===== config.mk =====
export PLATFORM = sky130hd
export DESIGN_NAME = bounded_deque_with_search_delete
export DESIGN_NICKNAME = d
export VERILOG_FILES = /design/src/bdq_pkg.sv /design/src/bounded_deque_with_search_delete.sv
export SDC_FILE = /design/constraint.sdc
export NUM_CORES = 1
export LEC_CHECK = 0
export ABC_CLOCK_PERIOD_IN_PS = 4200
export BUFFER_PORTS_ARGS = -buffer_cell sky130_fd_sc_hd__buf_2
export CAP_MARGIN = 5
export CORE_MARGIN = 2
export CORE_UTILIZATION = 30
export CTS_CLUSTER_SIZE = 30
export DETAILED_ROUTE_END_ITERATION = 10
export PLACE_DENSITY = 0.48
export SKIP_LAST_GASP = 1
export SLEW_MARGIN = 20
export SYNTH_ARGS = -nofsm -noshare
export SYNTH_HDL_FRONTEND = slang
export SYNTH_SLANG_ARGS = --single-unit

===== constraint.sdc =====
create_clock -name i_clk -period 4.2 [get_ports i_clk]
set_input_delay 0 -clock i_clk [delete_from_list [all_inputs] [get_ports i_clk]]
set_output_delay 0 -clock i_clk [all_outputs]
set_load 0.02 [all_outputs]

===== src/bdq_pkg.sv =====
// Package for the bounded deque with search and delete.
// Holds the item structs, opcode and status codes and the controller state type.
// No dependencies.
`default_nettype none

package bdq_pkg;

    localparam logic [2:0] OP_PUSH_FRONT = 3'd0;
    localparam logic [2:0] OP_PUSH_BACK  = 3'd1;
    localparam logic [2:0] OP_POP_FRONT  = 3'd2;
    localparam logic [2:0] OP_POP_BACK   = 3'd3;
    localparam logic [2:0] OP_SEARCH     = 3'd4;
    localparam logic [2:0] OP_SEARCH_DEL = 3'd5;
    localparam logic [2:0] OP_CLEAR      = 3'd6;

    localparam logic [1:0] ST_OK    = 2'd0;
    localparam logic [1:0] ST_EMPTY = 2'd1;
    localparam logic [1:0] ST_FULL  = 2'd2;

    typedef struct packed {
        logic [2:0]         opcode;
        logic signed [31:0] operand_value;
    } t_in_item;

    typedef struct packed {
        logic [1:0]         status;
        logic               found;
        logic signed [31:0] removed_value;
        logic [4:0]         count_after;
    } t_out_item;

    typedef enum logic [2:0] {
        S_IDLE,
        S_POP,
        S_SCAN,
        S_SHIFT,
        S_DONE
    } t_state;

endpackage

`default_nettype wire


===== src/bounded_deque_with_search_delete.sv =====
// Bounded deque with search and delete: circular entry memory plus controller.
// Depends on bdq_pkg for item structs, codes and the state type.
//
//   channel  valid        stall        payload
//   input    i_in_valid   o_in_stall   i_in_item  (bdq_pkg::t_in_item)
//   output   o_out_valid  i_out_stall  o_out_item (bdq_pkg::t_out_item)
//
// Push, clear, unused opcodes and pops on an empty list go straight to the done state; other pops pass through S_POP.
// Search walks the list in S_SCAN: the memory read port walks one entry a cycle.
// Search delete of any entry but the last adds S_SHIFT, which moves each later entry down to close the gap.
// Reset clears head, count and the controller; entries are undefined until written.
// A new item is taken while an earlier result waits in the output register.
`default_nettype none

module bounded_deque_with_search_delete #(
    parameter int DEPTH = 16
) (
    input  wire                  i_clk,
    input  wire                  i_rst_n,
    input  wire                  i_in_valid,
    output logic                 o_in_stall,
    input  wire bdq_pkg::t_in_item i_in_item,
    output logic                 o_out_valid,
    input  wire                  i_out_stall,
    output bdq_pkg::t_out_item   o_out_item
);

    localparam int AW = (DEPTH > 1) ? $clog2(DEPTH) : 1;
    localparam int CW = $clog2(DEPTH + 1);
    localparam logic [CW-1:0] DEPTH_C = CW'(DEPTH);
    localparam logic [CW:0]   DEPTH_W = (CW+1)'(DEPTH);

    function automatic logic [AW-1:0] slot(input logic [AW-1:0] h, input logic [CW-1:0] k);
        logic [CW:0] s;
        s = (CW+1)'(h) + (CW+1)'(k);
        if (s >= DEPTH_W) begin
            s = s - DEPTH_W;
        end
        return s[AW-1:0];
    endfunction

    logic [31:0] r_mem [DEPTH];
    logic [31:0] r_rdata;

    bdq_pkg::t_state    r_state, n_state;
    logic [AW-1:0]      r_head, n_head;
    logic [CW-1:0]      r_count, n_count;
    logic [CW-1:0]      r_k, n_k;
    logic [CW-1:0]      r_pos, n_pos;
    logic [CW-1:0]      r_wk, n_wk;
    logic               r_pend, n_pend;
    logic [2:0]         r_op, n_op;
    logic [31:0]        r_val, n_val;
    bdq_pkg::t_out_item r_res, n_res;
    bdq_pkg::t_out_item r_out, n_out;
    logic               r_out_valid, n_out_valid;

    logic               rd_en;
    logic [AW-1:0]      rd_addr;
    logic               wr_en;
    logic [AW-1:0]      wr_addr;
    logic [31:0]        wr_data;

    logic               in_acc;
    logic               out_free;
    logic               hit;
    logic               scan_more;
    logic               shift_more;
    logic               full;
    logic               empty;
    logic [CW+4:0]      count_ext;

    assign o_in_stall = r_state != bdq_pkg::S_IDLE;
    assign in_acc     = i_in_valid && !o_in_stall;
    assign out_free   = !r_out_valid || !i_out_stall;
    assign hit        = r_pend && (r_rdata == r_val);
    assign scan_more  = r_k < r_count;
    assign shift_more = r_k < r_count;
    assign full       = r_count >= DEPTH_C;
    assign empty      = r_count == '0;
    assign count_ext  = {5'd0, r_count};

    always_comb begin
        n_state = r_state;
        unique case (r_state)
            bdq_pkg::S_IDLE: begin
                if (in_acc) begin
                    if ((i_in_item.opcode == bdq_pkg::OP_POP_FRONT ||
                         i_in_item.opcode == bdq_pkg::OP_POP_BACK) && !empty) begin
                        n_state = bdq_pkg::S_POP;
                    end else if (i_in_item.opcode == bdq_pkg::OP_SEARCH ||
                                 i_in_item.opcode == bdq_pkg::OP_SEARCH_DEL) begin
                        n_state = bdq_pkg::S_SCAN;
                    end else begin
                        n_state = bdq_pkg::S_DONE;
                    end
                end
            end
            bdq_pkg::S_POP: n_state = bdq_pkg::S_DONE;
            bdq_pkg::S_SCAN: begin
                if (hit) begin
                    if (r_op == bdq_pkg::OP_SEARCH_DEL && (r_pos + 1'b1) < r_count) begin
                        n_state = bdq_pkg::S_SHIFT;
                    end else begin
                        n_state = bdq_pkg::S_DONE;
                    end
                end else if (!scan_more) begin
                    n_state = bdq_pkg::S_DONE;
                end
            end
            bdq_pkg::S_SHIFT: begin
                if (!shift_more) begin
                    n_state = bdq_pkg::S_DONE;
                end
            end
            bdq_pkg::S_DONE: begin
                if (out_free) begin
                    n_state = bdq_pkg::S_IDLE;
                end
            end
            default: n_state = bdq_pkg::S_IDLE;
        endcase
    end

    always_comb begin
        n_head      = r_head;
        n_count     = r_count;
        n_k         = r_k;
        n_pos       = r_pos;
        n_wk        = r_wk;
        n_pend      = r_pend;
        n_op        = r_op;
        n_val       = r_val;
        n_res       = r_res;
        n_out       = r_out;
        n_out_valid = r_out_valid;
        rd_en       = 1'b0;
        rd_addr     = r_head;
        wr_en       = 1'b0;
        wr_addr     = r_head;
        wr_data     = r_val;

        if (r_out_valid && !i_out_stall) begin
            n_out_valid = 1'b0;
        end

        unique case (r_state)
            bdq_pkg::S_IDLE: begin
                if (in_acc) begin
                    n_op   = i_in_item.opcode;
                    n_val  = i_in_item.operand_value;
                    n_k    = '0;
                    n_pend = 1'b0;
                    n_res  = '{status: bdq_pkg::ST_OK, found: 1'b0,
                               removed_value: '0, count_after: '0};
                    case (i_in_item.opcode)
                        bdq_pkg::OP_PUSH_FRONT, bdq_pkg::OP_PUSH_BACK: begin
                            if (full) begin
                                n_res.status = bdq_pkg::ST_FULL;
                            end else begin
                                wr_en   = 1'b1;
                                wr_data = i_in_item.operand_value;
                                n_count = r_count + 1'b1;
                                if (i_in_item.opcode == bdq_pkg::OP_PUSH_FRONT) begin
                                    n_head  = (r_head == '0) ? AW'(DEPTH - 1) : r_head - 1'b1;
                                    wr_addr = n_head;
                                end else begin
                                    wr_addr = slot(r_head, r_count);
                                end
                            end
                        end
                        bdq_pkg::OP_POP_FRONT, bdq_pkg::OP_POP_BACK: begin
                            if (empty) begin
                                n_res.status = bdq_pkg::ST_EMPTY;
                            end else begin
                                rd_en   = 1'b1;
                                n_count = r_count - 1'b1;
                                if (i_in_item.opcode == bdq_pkg::OP_POP_FRONT) begin
                                    rd_addr = r_head;
                                    n_head  = (r_head == AW'(DEPTH - 1)) ? '0 : r_head + 1'b1;
                                end else begin
                                    rd_addr = slot(r_head, r_count - 1'b1);
                                end
                            end
                        end
                        bdq_pkg::OP_CLEAR: begin
                            n_count = '0;
                            n_head  = '0;
                        end
                        default: ;
                    endcase
                end
            end
            bdq_pkg::S_POP: begin
                n_res.removed_value = r_rdata;
            end
            bdq_pkg::S_SCAN: begin
                if (hit) begin
                    n_res.found = 1'b1;
                    n_pend      = 1'b0;
                    if (r_op == bdq_pkg::OP_SEARCH_DEL) begin
                        n_res.removed_value = r_rdata;
                        n_k = r_pos + 1'b1;
                        if (!((r_pos + 1'b1) < r_count)) begin
                            n_count = r_count - 1'b1;
                        end
                    end
                end else if (scan_more) begin
                    rd_en   = 1'b1;
                    rd_addr = slot(r_head, r_k);
                    n_pos   = r_k;
                    n_k     = r_k + 1'b1;
                    n_pend  = 1'b1;
                end else begin
                    n_res.status = bdq_pkg::ST_EMPTY;
                    n_pend       = 1'b0;
                end
            end
            bdq_pkg::S_SHIFT: begin
                if (r_pend) begin
                    wr_en   = 1'b1;
                    wr_addr = slot(r_head, r_wk);
                    wr_data = r_rdata;
                end
                if (shift_more) begin
                    rd_en   = 1'b1;
                    rd_addr = slot(r_head, r_k);
                    n_wk    = r_k - 1'b1;
                    n_k     = r_k + 1'b1;
                    n_pend  = 1'b1;
                end else begin
                    n_pend  = 1'b0;
                    n_count = r_count - 1'b1;
                end
            end
            bdq_pkg::S_DONE: begin
                if (out_free) begin
                    n_out             = r_res;
                    n_out.count_after = count_ext[4:0];
                    n_out_valid       = 1'b1;
                end
            end
            default: ;
        endcase
    end

    always_ff @(posedge i_clk) begin
        if (wr_en) begin
            r_mem[wr_addr] <= wr_data;
        end
        if (rd_en) begin
            r_rdata <= r_mem[rd_addr];
        end
    end

    always_ff @(posedge i_clk) begin
        if (!i_rst_n) begin
            r_state     <= bdq_pkg::S_IDLE;
            r_head      <= '0;
            r_count     <= '0;
            r_pend      <= 1'b0;
            r_out_valid <= 1'b0;
        end else begin
            r_state     <= n_state;
            r_head      <= n_head;
            r_count     <= n_count;
            r_pend      <= n_pend;
            r_out_valid <= n_out_valid;
        end
    end

    always_ff @(posedge i_clk) begin
        r_k   <= n_k;
        r_pos <= n_pos;
        r_wk  <= n_wk;
        r_op  <= n_op;
        r_val <= n_val;
        r_res <= n_res;
        r_out <= n_out;
    end

    assign o_out_valid = r_out_valid;
    assign o_out_item  = r_out;

    a_count_bound: assert property (@(posedge i_clk) disable iff (!i_rst_n)
        r_count <= DEPTH_C)
        else $error("entry count above depth");

    a_head_bound: assert property (@(posedge i_clk) disable iff (!i_rst_n)
        r_head <= AW'(DEPTH - 1))
        else $error("head index outside the store");

    a_busy_after_accept: assert property (@(posedge i_clk) disable iff (!i_rst_n)
        in_acc |=> o_in_stall)
        else $error("item taken while the previous one is in flight");

    a_full_push_keeps: assert property (@(posedge i_clk) disable iff (!i_rst_n)
        in_acc && full && (i_in_item.opcode == bdq_pkg::OP_PUSH_FRONT ||
                           i_in_item.opcode == bdq_pkg::OP_PUSH_BACK)
        |=> $stable(r_count) && $stable(r_head))
        else $error("refused push changed the list");

    a_result_from_done: assert property (@(posedge i_clk) disable iff (!i_rst_n)
        $rose(o_out_valid) |-> $past(r_state == bdq_pkg::S_DONE))
        else $error("result issued outside the done state");

endmodule

`default_nettype wire

== Word-level counts from Yosys, hierarchy flattened ==
Memories as Yosys holds them, arrays and structs flattened. A register that Yosys moved wholly into a read port is not among the register bits.
Index checks and enable logic that the tools add are counted.
Storage, ports and cells
  register bits: 139
  bits in writable memories: 512
  output and inout port bits: 42
  logic and storage cells: 184
  memories: 1
Cells by class
  $add $sub $neg: 15
  order comparisons: 7
  equal/unequal tests: 29
  mux-type cells: 79
  bitwise operators: 1
  reduce and logical (&&, ||, !) cells: 35
Memories
  r_mem: depth 16, bits a word 32, read ports 1, clocked after memory_dff 1, write ports 1, RTL line bounded_deque_with_search_delete.sv:42  | logic [31:0] r_mem [DEPTH];
Operators with widths (number)
  $mux 32: 5
  $pmux 32 s3: 1
  $mux 4: 21
  $pmux 32 s2: 1
  $mux 5: 11
  $pmux 5 s3: 3
  $mux 40: 1
  $mux 33: 1
  $eq 32x32->1: 1
  $add 4x5->6: 4
  $ge 6x5->1 const B: 4
  $ne 2x2->1 const B: 12
  $pmux 4 s3: 2
  $mux 3: 7
  $sub 4x1->4 const B: 5
  $mux 1: 16
  $add 5x1->5 const B: 3
  $eq 3x3->1 const B: 5
  $pmux 3 s5: 1
  $eq 3x2->1 const B: 4
  $reduce_bool 3->1: 4
  $lt 5x5->1: 2
  $reduce_and 2->1: 5
  $sub 5x1->5 const B: 2
  other kinds (25): 45

== Longest topological paths before layout ==
Gate-level depths: netlist (run 1).
  word-level depth: 9
  depth in mapped cells: 15
  gate-level depth less buffers: 13

== Worst setup path before layout (run 1) ==
No wires, ideal clock.
  path kind: register to register
  start: register r_state[2]
  end: memory r_mem[11][0], enable pin
  data arrival time: 3.376 ns
  slack: 0.403 ns
  stages on the path, launching flop included: 9
  path buffers: 1
  cells stage by stage: dfxtp_1 -> nor3_2 -> nand2_1 -> nor4_1 -> clkbuf_1 -> o221ai_1 -> o211a_1 -> or2_2 -> nor2_1
On the way
  longest elaborated chain between the ends: 7
  elaborated cells on any way between the ends: 11
RTL lines
  from (decl): RTL line bounded_deque_with_search_delete.sv:45  | bdq_pkg::t_state r_state, n_state;
  from (signal assigned): RTL line bounded_deque_with_search_delete.sv:258  | r_state <= bdq_pkg::S_IDLE;
  from (signal assigned): RTL line bounded_deque_with_search_delete.sv:264  | r_state <= n_state;
  $reduce_bool 3->1: RTL line bounded_deque_with_search_delete.sv:73  | assign o_in_stall = r_state != bdq_pkg::S_IDLE;
  $logic_not 1->1: RTL line bounded_deque_with_search_delete.sv:74  | assign in_acc = i_in_valid && !o_in_stall;
  $logic_and 1x1->1: RTL line bounded_deque_with_search_delete.sv:74
  $mux 1: RTL line bounded_deque_with_search_delete.sv:149  | if (in_acc) begin
  $pmux 1 s2: RTL line bounded_deque_with_search_delete.sv:147  | unique case (r_state)
  $mux 1: RTL line bounded_deque_with_search_delete.sv:248  | if (wr_en) begin
  $mux 1 (not written as such): RTL line bounded_deque_with_search_delete.sv:249  | r_mem[wr_addr] <= wr_data;
  to (decl): RTL line bounded_deque_with_search_delete.sv:42
Several ways; a longest one is shown, not always the timed one.

== Worst setup path in the final report (run 1) ==
  start: register r_val[20]
  end: register r_rdata[2], read port of r_mem (data pin)
On the way
  longest elaborated chain between the ends: 4
  elaborated cells on any way between the ends: 6
RTL lines
  from (decl): RTL line bounded_deque_with_search_delete.sv:53  | logic [31:0] r_val, n_val;
  from (signal assigned): RTL line bounded_deque_with_search_delete.sv:277  | r_val <= n_val;
  $eq 32x32->1 (*): RTL line bounded_deque_with_search_delete.sv:76  | assign hit = r_pend && (r_rdata == r_val);
  $logic_and 1x1->1 (*): RTL line bounded_deque_with_search_delete.sv:76
  $mux 4 / $mux 1 (equally long branches): RTL line bounded_deque_with_search_delete.sv:198  | if (hit) begin
  $pmux 4 s3 / $pmux 1 s3 (equally long branches): RTL line bounded_deque_with_search_delete.sv:147
  to (decl): RTL line bounded_deque_with_search_delete.sv:43  | logic [31:0] r_rdata;
Every way passes the cells marked *; elsewhere a longest branch is shown, timed or not.
A chain may end at the register's enable or synchronous reset.

==> results by group, run 1 <==
Setup path
  • FF-to-FF path depth: 12
  • Endpoint class of the critical path: flip-flop
  • Worst endpoint required time: 4.53 ns
  • Critical Path Start Type: flip-flop
  • FF-to-FF Start: r_val[20]$_DFFE_PP_
  • CP Class: reg -> reg
  • Worst r2r dst: r_rdata[2]$_DFFE_PP_
  • Reg2Reg Setup Slack: 0.25 ns
  • WP data arrival: 4.28 ns
  • Worst-path fanout max: 16

Final layout
  • Nets: 1952
  • Fraction of layout cells with a size suffix above 1: 16.36%
  • Most common cell after layout, fill and taps aside: edfxtp_1
  • Filler instances: 8584
  • Most frequent cells in the layout: edfxtp_1, mux2i_1, o22ai_1, nand2_1, buf_2
  • Reg area: 20340 sq um
  • Final Util: 36.17%
  • N_diodes: 0
  • Layout area overhead: 19.42%
  • Cell Count, Final, Fillers Out: 3124
  • Multi-input logic area: 6962 sq um

Global routing
  • Global-route wire length before repair: 111.2 mm
  • Grt ovf: 0
  • Number of global-route vias before repair: 15490
  • Pin count of the biggest net entering global routing: 49
  • GRT Total Usage: 16.38%
  • Initial antenna violation count: 7

Placement
  • Routability congestion estimate from global placement: 0.7927
  • DP Wirelength: 44.75 mm
  • Port Buffer Count: 80
  • Dpl cells: 2951

Logic synthesis
  • Synth Area in Adders: 1.505%
  • Cell Area, Synth: 27770 sq um
  • Largest family of logic cells by synthesized area: multiplexers
  • Register area share after synthesis: 73.25%
  • Synth Register Bits: 682
  • Syn avg cell area: 16.53 sq um
  • Compound-Gate Fraction of Synth Area: 6.209%
  • Post-synthesis simple-gate area fraction: 5.570%
  • Mapped Cells: 1680
  • YS warnings: 0
  • Synthesized net count: 1750
  • Xor/xnor cell area share of the yosys netlist: 1.672%
  • Post-synth EDFFs: 668
  • Top flip-flop cell by instance count after synthesis: edfxtp_1
  • Multiplexer share of the synthesized area: 9.445%
  • Ys async rst share: 0%
  • Post-synthesis cell type count: 77

Timing
  • Slew headroom: 42.71%
  • Min Tclk post-route: 3.949 ns
  • Final Hold Viols: 0
  • Worst-margin pin slew: 0.8574 ns
  • Highest clock rate: 253.2 MHz
  • Setup TNS: 0 ns
  • Post-Route Skew: 0.02557 ns
  • RSZ-0062 raised after global routing: no
  • Fin. max-slew vios: 0
  • Final setup viols: 0
  • Tcrit/Tclk final: 94.02%

Clock network
  • Number of clock sinks: 682
  • Root buffer cell: clkbuf_16
  • Reg clk slew, reported paths: 0.06 ns
  • Clk Latency, worst-skew pair: 0.63 ns
  • CTS tree: done
  • Num CTS Buffers: 74
  • H-tree depth: 3
  • Clock buffer depth: 3

Floorplan
  • Die extent in x: 308.2 microns
  • # IOs: 81
  • Initial Utilization: 30.29%
  • Total core area: 91660 sq um
  • Site row count: 111
  • Die Y: 308.2 microns
  • Die area: 95010 sq um

Power
  • Pwr Total: 15.73 mW
  • PwrDens: 474.3 nW/um^2
  • LEAKAGE: 10.74 nW
  • Peak supply drop: 0.2926 mV

Outcome
  • Run status: finished, final reports clean

Detailed routing
  • DRC: 0
  • Vias: 15720
  • DRT antenna net count: 0
  • DRT iter0 DRCs: 1585
  • Iteration count of the initial detailed-routing pass: 5
  • WL/cell: 25.14 microns
  • Post-Route WL: 78.54 mm
  • Vias/cell: 5.032

Worst hold path
  • Hold Crit Depth: 2
  • Hold Crit Start: i_in_item[15]
  • Min-Delay Endpoint: r_val[15]$_DFFE_PP_
  • Hold Path Class: in -> reg

Flow run
  • Max Cap Viol: 0
[cells by family after synthesis]
| family | Yosys count |
|---|---|
| muxes | 261 |
| DFF | 682 |
| buffers and inverters | 103 |
| xor gates and xnor gates | 53 |
| and+or+nand+nor | 292 |
| AOI/OAI and AO/OA | 258 |
| adders and majority gates | 31 |
[final cells by class]
class                           count  share of cell area, %
Clock buffer                       93                  5.864
Inverter                           21                 0.2377
Clock inverter                     39                  1.317
Tap cell                         1186                  4.475
Sequential cell                   682                  61.34
Timing Repair Buffer              208                  5.766
Multi-Input combinational cell    895                  21.00
[cells in the mapped netlist, types with 5 or more instances]
library cell  instances  area [sq um]
edfxtp_1            668         20060
mux2i_1             259          2592
o22ai_1             133         832.1
nand2_1             100         375.4
xnor2_1              41         359.1
nor2_1               40         150.1
a22oi_1              35         262.8
and2_1               34         212.7
or4_1                33         247.7
buf_2                28         140.1
ha_1                 27         337.8
a21oi_1              24         120.1
clkbuf_1             21         78.83
inv_1                20         75.07
o21ai_0              19         95.09
buf_6                14         157.7
dfxtp_1              14         280.3
nor3_1               14         70.07
nand3_1              12         60.06
nand4_1              12         75.07
xor2_1               12         105.1
nand2b_1              9         56.30
nor2b_1               8         50.05
buf_4                 6         45.04
a21boi_0              5         37.54
[registers in the layout, summed over array words and instances (netlist names)]
signal and flops:
r_res 35, r_pend 1, r_state 3, r_pos 5
r_mem 512, o_out_item 40, r_count 5, r_head 4
r_op 3, o_out_valid 1, r_k 5, r_val 32
r_rdata 32, r_wk 4
[how the worst max path moves through the flow]
stage | from | to | slack, ns | cells after the start
2_1_floorplan | r_state[2]$_SDFFE_PN0P_ | r_mem[11][0]$_DFFE_PP_ | 0.40 | 8
3_3_place_gp | r_count[1]$_SDFFE_PN0P_ | r_rdata[8]$_DFFE_PP_ | 0.21 | 15
3_5_place_dp | r_count[1]$_SDFFE_PN0P_ | r_rdata[8]$_DFFE_PP_ | 0.22 | 15
4_1_cts | r_count[1]$_SDFFE_PN0P_ | r_rdata[2]$_DFFE_PP_ | 0.18 | 15
5_1_grt | r_val[20]$_DFFE_PP_ | r_rdata[2]$_DFFE_PP_ | 0.06 | 12
6_report | r_val[20]$_DFFE_PP_ | r_rdata[2]$_DFFE_PP_ | 0.25 | 12
[power by group]
| group | leakage (nW) | internal, mW | total, mW | switching [mW] |
|---|---|---|---|---|
| clock network | 1.13 | 3.69 | 6.43 | 2.73 |
| registers | 6.21 | 7.77 | 7.85 | 0.0813 |
| logic | 3.40 | 0.530 | 1.46 | 0.925 |
[critical path, cell delays in order, from the launching register on]
cell	delay (ns)
edfxtp_1	0.41
xnor2_1	0.30
buf_4	0.19
nand4_1	0.09
buf_4	0.18
nor4_2	0.36
nand4b_2	0.30
a31o_2	0.30
nor2_1	0.36
nand3b_1	0.29
buf_12	0.23
o22ai_1	0.10
or4_1	0.54
[stage by stage]
step                      worst slack, ns  hold slack (ns)  instance area [sq um]
after detailed placement           0.2175           0.1965                  30360
after global routing              0.06009          0.07885                  33160
final                              0.2511           0.1009                  33160
after CTS                          0.1829          0.06268                  33140
after floorplan                    0.4033          0.09887                  27770
after global placement             0.2104           0.1972                  30360
[metal layers]
layer,track usage (%),wire (microns),vias to the layer above
met2,25.31,35280,513
met5,0,19,-
met4,4.640,1991,4
met3,3.236,5102,122
li1,-,-,7028
met1,23.35,36140,8052
[repair_timing]
action | 4_1_cts | 5_1_grt
endpoints found under the hold margin | 70 | 0
buffers inserted | 0 | 0
endpoints found under the setup margin | 0 | 3
gates resized for setup | 0 | 1
hold buffers | 40 | 0
Note: power is estimated with default switching activity, not from simulation.
==> run 2, diff against run 1 <==
Settings changed: HOLD_SLACK_MARGIN set to 0.15.
==> results by group, run 2 (synthesis gave the netlist of run 1 again) <==
Power
  • Gate power share: 9.3%
  • Peak supply drop: 0.2918 mV
  • Clock share of power: 40.8%
  • PwrDens: 472.0 nW/um^2
  • Internal power component: 12.00 mW
  • Sw Share: 23.79%
  • LEAKAGE: 10.82 nW
  • Reg power frac: 49.8%
  • NetSw: 3.745 mW

Global routing
  • Global-route wire length before repair: 111.7 mm
  • Initial antenna violation count: 7
  • GRT Total Usage: 16.44%
  • Pin count of the biggest net entering global routing: 49
  • Number of global-route vias before repair: 15600
  • Grt ovf: 0

Worst hold path
  • Hold Crit Depth: 2
  • Hold Crit Start: i_in_item[25]
  • Min-Delay Endpoint: r_val[25]$_DFFE_PP_
  • Hold Path Class: in -> reg

Final layout
  • Filler instances: 8576
  • Post-route cell area: 33360 sq um
  • Layout area overhead: 20.14%
  • Reg area: 20340 sq um
  • Max reg flops: 512
  • Most flop-heavy register: r_mem
  • N_diodes: 0
  • Most frequent cells in the layout: edfxtp_1, mux2i_1, o22ai_1, nand2_1, buf_2
  • Nets: 1972
  • Most common cell after layout, fill and taps aside: edfxtp_1
  • Multi-input logic area: 6962 sq um
  • Fraction of layout cells with a size suffix above 1: 16.19%

Timing
  • Worst-margin pin slew: 0.8595 ns
  • Final Hold Viols: 0
  • Tcrit/Tclk final: 95.34%
  • RSZ-0062 raised after global routing: no
  • Fin. max-slew vios: 0
  • Min Tclk post-route: 4.004 ns
  • Worst setup margin: 0.1959 ns
  • Setup TNS: 0 ns
  • Highest clock rate: 249.7 MHz
  • Slew headroom: 42.57%
  • Final setup viols: 0
  • Post-Route Skew: 0.02567 ns

Setup path
  • Critical Path Start Type: flip-flop
  • CP Class: reg -> reg
  • FF-to-FF Start: r_val[20]$_DFFE_PP_
  • Worst-path fanout max: 16
  • FF-to-FF path depth: 12
  • Worst r2r dst: r_rdata[2]$_DFFE_PP_
  • Reg2Reg Setup Slack: 0.20 ns
  • Endpoint class of the critical path: flip-flop
  • WP data arrival: 4.34 ns
  • Worst endpoint required time: 4.53 ns

Detailed routing
  • DRT antenna net count: 0
  • Post-Route WL: 78.75 mm
  • DRT iter0 DRCs: 1664
  • Vias/cell: 5.027
  • Iteration count of the initial detailed-routing pass: 6
  • WL/cell: 25.05 microns
  • Vias: 15810
  • DRC: 0

Clock network
  • Reg clk slew, reported paths: 0.06 ns
  • Postcts setup bufs: 0
  • Number of clock sinks: 682
  • H-tree depth: 3
  • Root buffer cell: clkbuf_16
  • CTS tree: done
  • Clk Latency, worst-skew pair: 0.63 ns
  • Clock buffer depth: 3
  • Num CTS Buffers: 74

Floorplan
  • Die Y: 308.2 microns
  • Initial Utilization: 30.29%
  • # IOs: 81
  • Site row count: 111
  • Die area: 95010 sq um
  • Die extent in x: 308.2 microns
  • Total core area: 91660 sq um

Placement
  • DP Wirelength: 44.75 mm
  • Setup WS pre-CTS: 0.2175 ns
  • Routability congestion estimate from global placement: 0.7927
  • Port Buffer Count: 80
  • Placement Cell Area: 30360 sq um

Flow run
  • Max Cap Viol: 0

Outcome
  • Run status: finished, final reports clean
## run 2: changes by cell type in the layout (fill, tap and decap cells not counted)
cell and delta:
dlygate4sd3_1 +20
## run 2: cell type report
type | instances | area share (%)
Timing Repair Buffer | 228 | 6.331
Inverter | 21 | 0.2363
Clock inverter | 39 | 1.309
Sequential cell | 682 | 60.98
Clock buffer | 93 | 5.829
Multi-Input combinational cell | 895 | 20.87
Tap cell | 1186 | 4.448
## run 2: how the worst max path moves through the flow
stage | from | endpoint | slack (ns) | depth (start not counted)
6_report | r_val[20]$_DFFE_PP_ | r_rdata[2]$_DFFE_PP_ | 0.20 | 12
5_1_grt | r_val[20]$_DFFE_PP_ | r_rdata[2]$_DFFE_PP_ | 0.06 | 12
4_1_cts | r_count[1]$_SDFFE_PN0P_ | r_rdata[2]$_DFFE_PP_ | 0.18 | 15
3_5_place_dp | r_count[1]$_SDFFE_PN0P_ | r_rdata[8]$_DFFE_PP_ | 0.22 | 15
3_3_place_gp | r_count[1]$_SDFFE_PN0P_ | r_rdata[8]$_DFFE_PP_ | 0.21 | 15
2_1_floorplan | r_state[2]$_SDFFE_PN0P_ | r_mem[11][0]$_DFFE_PP_ | 0.40 | 8
## run 2: per-stage QoR
| stage | std cells | hold slack (ns) | util [%] | total power [mW] |
|---|---|---|---|---|
| after floorplan | 1680 | 0.09887 | - | 8.842 |
| after global placement | 2951 | 0.1972 | 33.12 | 9.403 |
| after detailed placement | 2951 | 0.1965 | 33.12 | 9.417 |
| after CTS | 3143 | 0.1507 | 36.37 | 15.90 |
| after global routing | 3144 | 0.1719 | 36.39 | 16.25 |
| final | 3144 | 0.1632 | 36.39 | 15.75 |
## run 2: metal layers
metal  track usage, %  wire length, microns  vias up
met5                0                    19        -
met4            4.640                  2003        4
met3            3.278                  5590      122
met2            25.42                 35380      569
met1            23.41                 35760     8044
li1                 -                     -     7066
## run 2: power by group through the flow
| stage | sequential (mW) | clock (mW) | combinational (mW) |
|---|---|---|---|
| finish | 7.85 | 6.43 | 1.47 |
| global route | 7.86 | 6.80 | 1.59 |
| CTS | 7.85 | 6.57 | 1.48 |
| detailed placement | 7.99 | 0 | 1.43 |
| global placement | 7.99 | 0 | 1.42 |
| floorplan | 8.00 | 0 | 0.845 |
## run 2: worst max-delay path: stages, from the launching register on
cell and delay, ns:
edfxtp_1 0.41, xnor2_1 0.34, buf_4 0.20, nand4_1 0.09, buf_4 0.18, nor4_2 0.35
nand4b_2 0.31, a31o_2 0.30, nor2_1 0.36, nand3b_1 0.29, buf_12 0.23, o22ai_1 0.10
or4_1 0.54
## run 2: what timing repair did
item | CTS | global route
gates resized for setup | 0 | 1
endpoints found under the hold margin | 356 | 0
setup endpoints to repair | 0 | 3
hold buffers | 60 | 0
==> run 3, diff against run 2 <==
Settings changed: ABC_AREA set to 1, CTS_BUF_LIST set to sky130_fd_sc_hd__clkbuf_8.
==> results by group, run 3 <==
Placement
  • Port Buffer Count: 80
  • Routability congestion estimate from global placement: 0.8669
  • DP Wirelength: 54.08 mm

Flow run
  • Max Cap Viol: 0

Setup path
  • Reg2Reg Setup Slack: 0.36 ns
  • Worst r2r dst: r_rdata[6]$_DFFE_PP_
  • CP Class: reg -> reg
  • Worst-path fanout max: 32
  • Critical Path Sink: r_rdata[6]$_DFFE_PP_
  • Critical Path Start Type: flip-flop
  • Crit path from: r_count[0]$_SDFFE_PN0P_
  • FF-to-FF Start: r_count[0]$_SDFFE_PN0P_
  • Endpoint class of the critical path: flip-flop
  • FF-to-FF path depth: 17
  • WP data arrival: 4.41 ns
  • Worst endpoint required time: 4.77 ns

Final layout
  • Max reg flops: 512
  • Fraction of layout cells with a size suffix above 1: 11.62%
  • Most flop-heavy register: r_mem
  • Most frequent cells in the layout: edfxtp_1, nand3_1, nand2_1, inv_1, clkbuf_8
  • Nets: 3240
  • Layout area overhead: 17.64%
  • Most common cell after layout, fill and taps aside: edfxtp_1
  • Filler instances: 10410

Logic synthesis
  • Largest cells by area after synthesis: edfxtp_1, nand3_1, nand2_1, inv_1, nor2_1
  • Post-synth EDFFs: 668
  • Top flip-flop cell by instance count after synthesis: edfxtp_1
  • Syn avg cell area: 10.53 sq um
  • Synthesized net count: 3019
  • Synth Register Bits: 682
  • Post-synthesis cell type count: 48
  • Synth cell count leaders: edfxtp_1, nand3_1, nand2_1, inv_1, nor2_1
  • Register area share after synthesis: 65.50%
  • Synth area leader: edfxtp_1
  • Ys async rst share: 0%
  • Synth top area share: 64.60%
  • Mapped Cells: 2949
  • Count leader, synth: edfxtp_1
  • Cell Area, Synth: 31050 sq um
  • YS warnings: 0

Power
  • LEAKAGE: 14.85 nW
  • Clock share of power: 27.4%
  • Peak supply drop: 0.2665 mV
  • Sw Share: 35.52%
  • PwrDens: 541.5 nW/um^2
  • Internal power component: 12.76 mW
  • Reg power frac: 43.7%
  • Pwr Total: 19.78 mW
  • NetSw: 7.027 mW
  • Gate power share: 28.9%

Clock network
  • Resized Gates After CTS: 0
  • Num CTS Buffers: 111
  • Reg clk slew, reported paths: 0.07 ns
  • Clk Latency, worst-skew pair: 0.77 ns
  • Root buffer cell: clkbuf_8
  • Clock buffer depth: 3
  • CTS tree: done
  • H-tree depth: 3
  • Number of clock sinks: 682

Global routing
  • GRT met3 Usage: 2.424%
  • Number of global-route vias before repair: 21170
  • Met1 GRT Util: 24.04%
  • Pin count of the biggest net entering global routing: 161
  • Met2 usage: 28.67%
  • Grt ovf: 0
  • Initial antenna violation count: 1
  • GRT Max-Usage Layer: met2
  • GRT Total Usage: 17.53%
  • Global-route wire length before repair: 140.4 mm

Floorplan
  • Site row count: 118
  • Die extent in x: 325.7 microns
  • Die area: 106100 sq um
  • Initial Utilization: 30.13%
  • Die Y: 325.7 microns
  • # IOs: 81
  • Total core area: 103100 sq um

Timing
  • Setup TNS: 0 ns
  • Final Hold Viols: 0
  • Min Tclk post-route: 3.844 ns
  • Worst-margin pin slew: 1.048 ns
  • Post-Route Skew: 0.04347 ns
  • Tcrit/Tclk final: 91.54%
  • Final setup viols: 0
  • Slew headroom: 30.08%
  • Highest clock rate: 260.1 MHz
  • RSZ-0062 raised after global routing: no
  • Fin. max-slew vios: 0

Detailed routing
  • Iteration count of the initial detailed-routing pass: 5
  • Post-Route WL: 93.63 mm
  • DRC: 0
  • Vias/cell: 4.708
  • WL/cell: 20.16 microns
  • DRT antenna net count: 0
  • DRT iter0 DRCs: 1981
  • Vias: 21870

Worst hold path
  • Hold Path Class: in -> reg

Outcome
  • Run status: finished, final reports clean
run 3: critical path, cell delays in order (launching register included):
cell and delay, ns:
dfxtp_1 0.52, inv_1 0.20, ha_1 0.27, xnor2_1 0.21, inv_1 0.07, ha_1 0.33
nand2_1 0.06, o21ai_0 0.20, xor2_1 0.23, nor2_1 0.09, a21oi_1 0.12, o21ai_0 0.10
nand4_1 0.16, o21ai_4 0.08, clkinv_1 0.05, buf_4 0.55, nand3_1 0.17, nand2_1 0.23
run 3: through the flow:
stage	setup slack, ns	utilization [%]	hold slack [ns]	std cells	instance area (sq um)
floorplan	0.4492	-	0.09887	2949	31060
global placement	0.3216	32.69	0.2182	4359	33690
detailed placement	0.3242	32.69	0.2088	4359	33690
CTS	0.3234	35.42	0.1558	4642	36510
global route	0.09297	35.45	0.2724	4644	36530
finish	0.3555	35.45	0.2524	4645	36530
run 3: metal layers:
layer  vias up  routed length (microns)  share of wire [%]
met5         -                        0                  0
met2       635                    43800                 47
met3       132                     5033                5.4
li1      10500                        -                  -
met4         0                     2235                2.4
met1     10610                    42570                 45
run 3: power by group through the flow:
stage | Sequential (mW) | Combinational [mW] | Clock, mW
2_1_floorplan | 8.81 | 3.58 | 0
3_5_place_dp | 8.79 | 5.66 | 0
4_1_cts | 8.65 | 5.75 | 5.59
3_3_place_gp | 8.79 | 5.66 | 0
6_report | 8.65 | 5.71 | 5.42
5_1_grt | 8.68 | 6.33 | 5.88
run 3: how the worst min path moves through the flow:
| stage | start | endpoint | slack [ns] | cells after the start |
|---|---|---|---|---|
| floorplan | i_in_item[32] | r_op[0]$_DFFE_PP_ | 0.1 | 0 |
| global placement | i_in_item[13] | r_val[13]$_DFFE_PP_ | 0.22 | 1 |
| detailed placement | i_in_item[15] | r_val[15]$_DFFE_PP_ | 0.21 | 1 |
| CTS | i_in_item[32] | r_head[2]$_SDFFE_PN0P_ | 0.16 | 5 |
| global route | i_in_item[32] | r_head[2]$_SDFFE_PN0P_ | 0.27 | 5 |
| finish | i_in_item[32] | r_head[2]$_SDFFE_PN0P_ | 0.25 | 5 |
run 3: what timing repair did:
item | 4_1_cts | 5_1_grt
buffers inserted | 0 | 0
endpoints found under the hold margin | 665 | 0
setup endpoints to repair | 0 | 0
hold buffers | 77 | 0
run 3: kinds of logic (layout without fill, tap and decap cells):
family	Yosys count	count (layout)	share of synthesized area, %
and+or+nand+nor	1417	1417	20.67
DFF	682	682	65.50
buffers and inverters	607	921	8.087
AOI/OAI and AO/OA	183	183	3.582
adders and majority gates	31	31	1.346
xor gates and xnor gates	29	29	0.8179
other	0	2	0
run 3: layout make-up:
| type | instances | area, sq um | share of cell area [%] |
|---|---|---|---|
| Multi-Input combinational cell | 1660 | 8422 | 23.05 |
| Clock inverter | 91 | 462.9 | 1.267 |
| Tap cell | 1380 | 1727 | 4.727 |
| Timing Repair Buffer | 263 | 2292 | 6.275 |
| Clock buffer | 115 | 1583 | 4.333 |
| Inverter | 452 | 1699 | 4.651 |
| Sequential cell | 682 | 20340 | 55.68 |
| Antenna cell | 2 | 5.005 | 0.01370 |
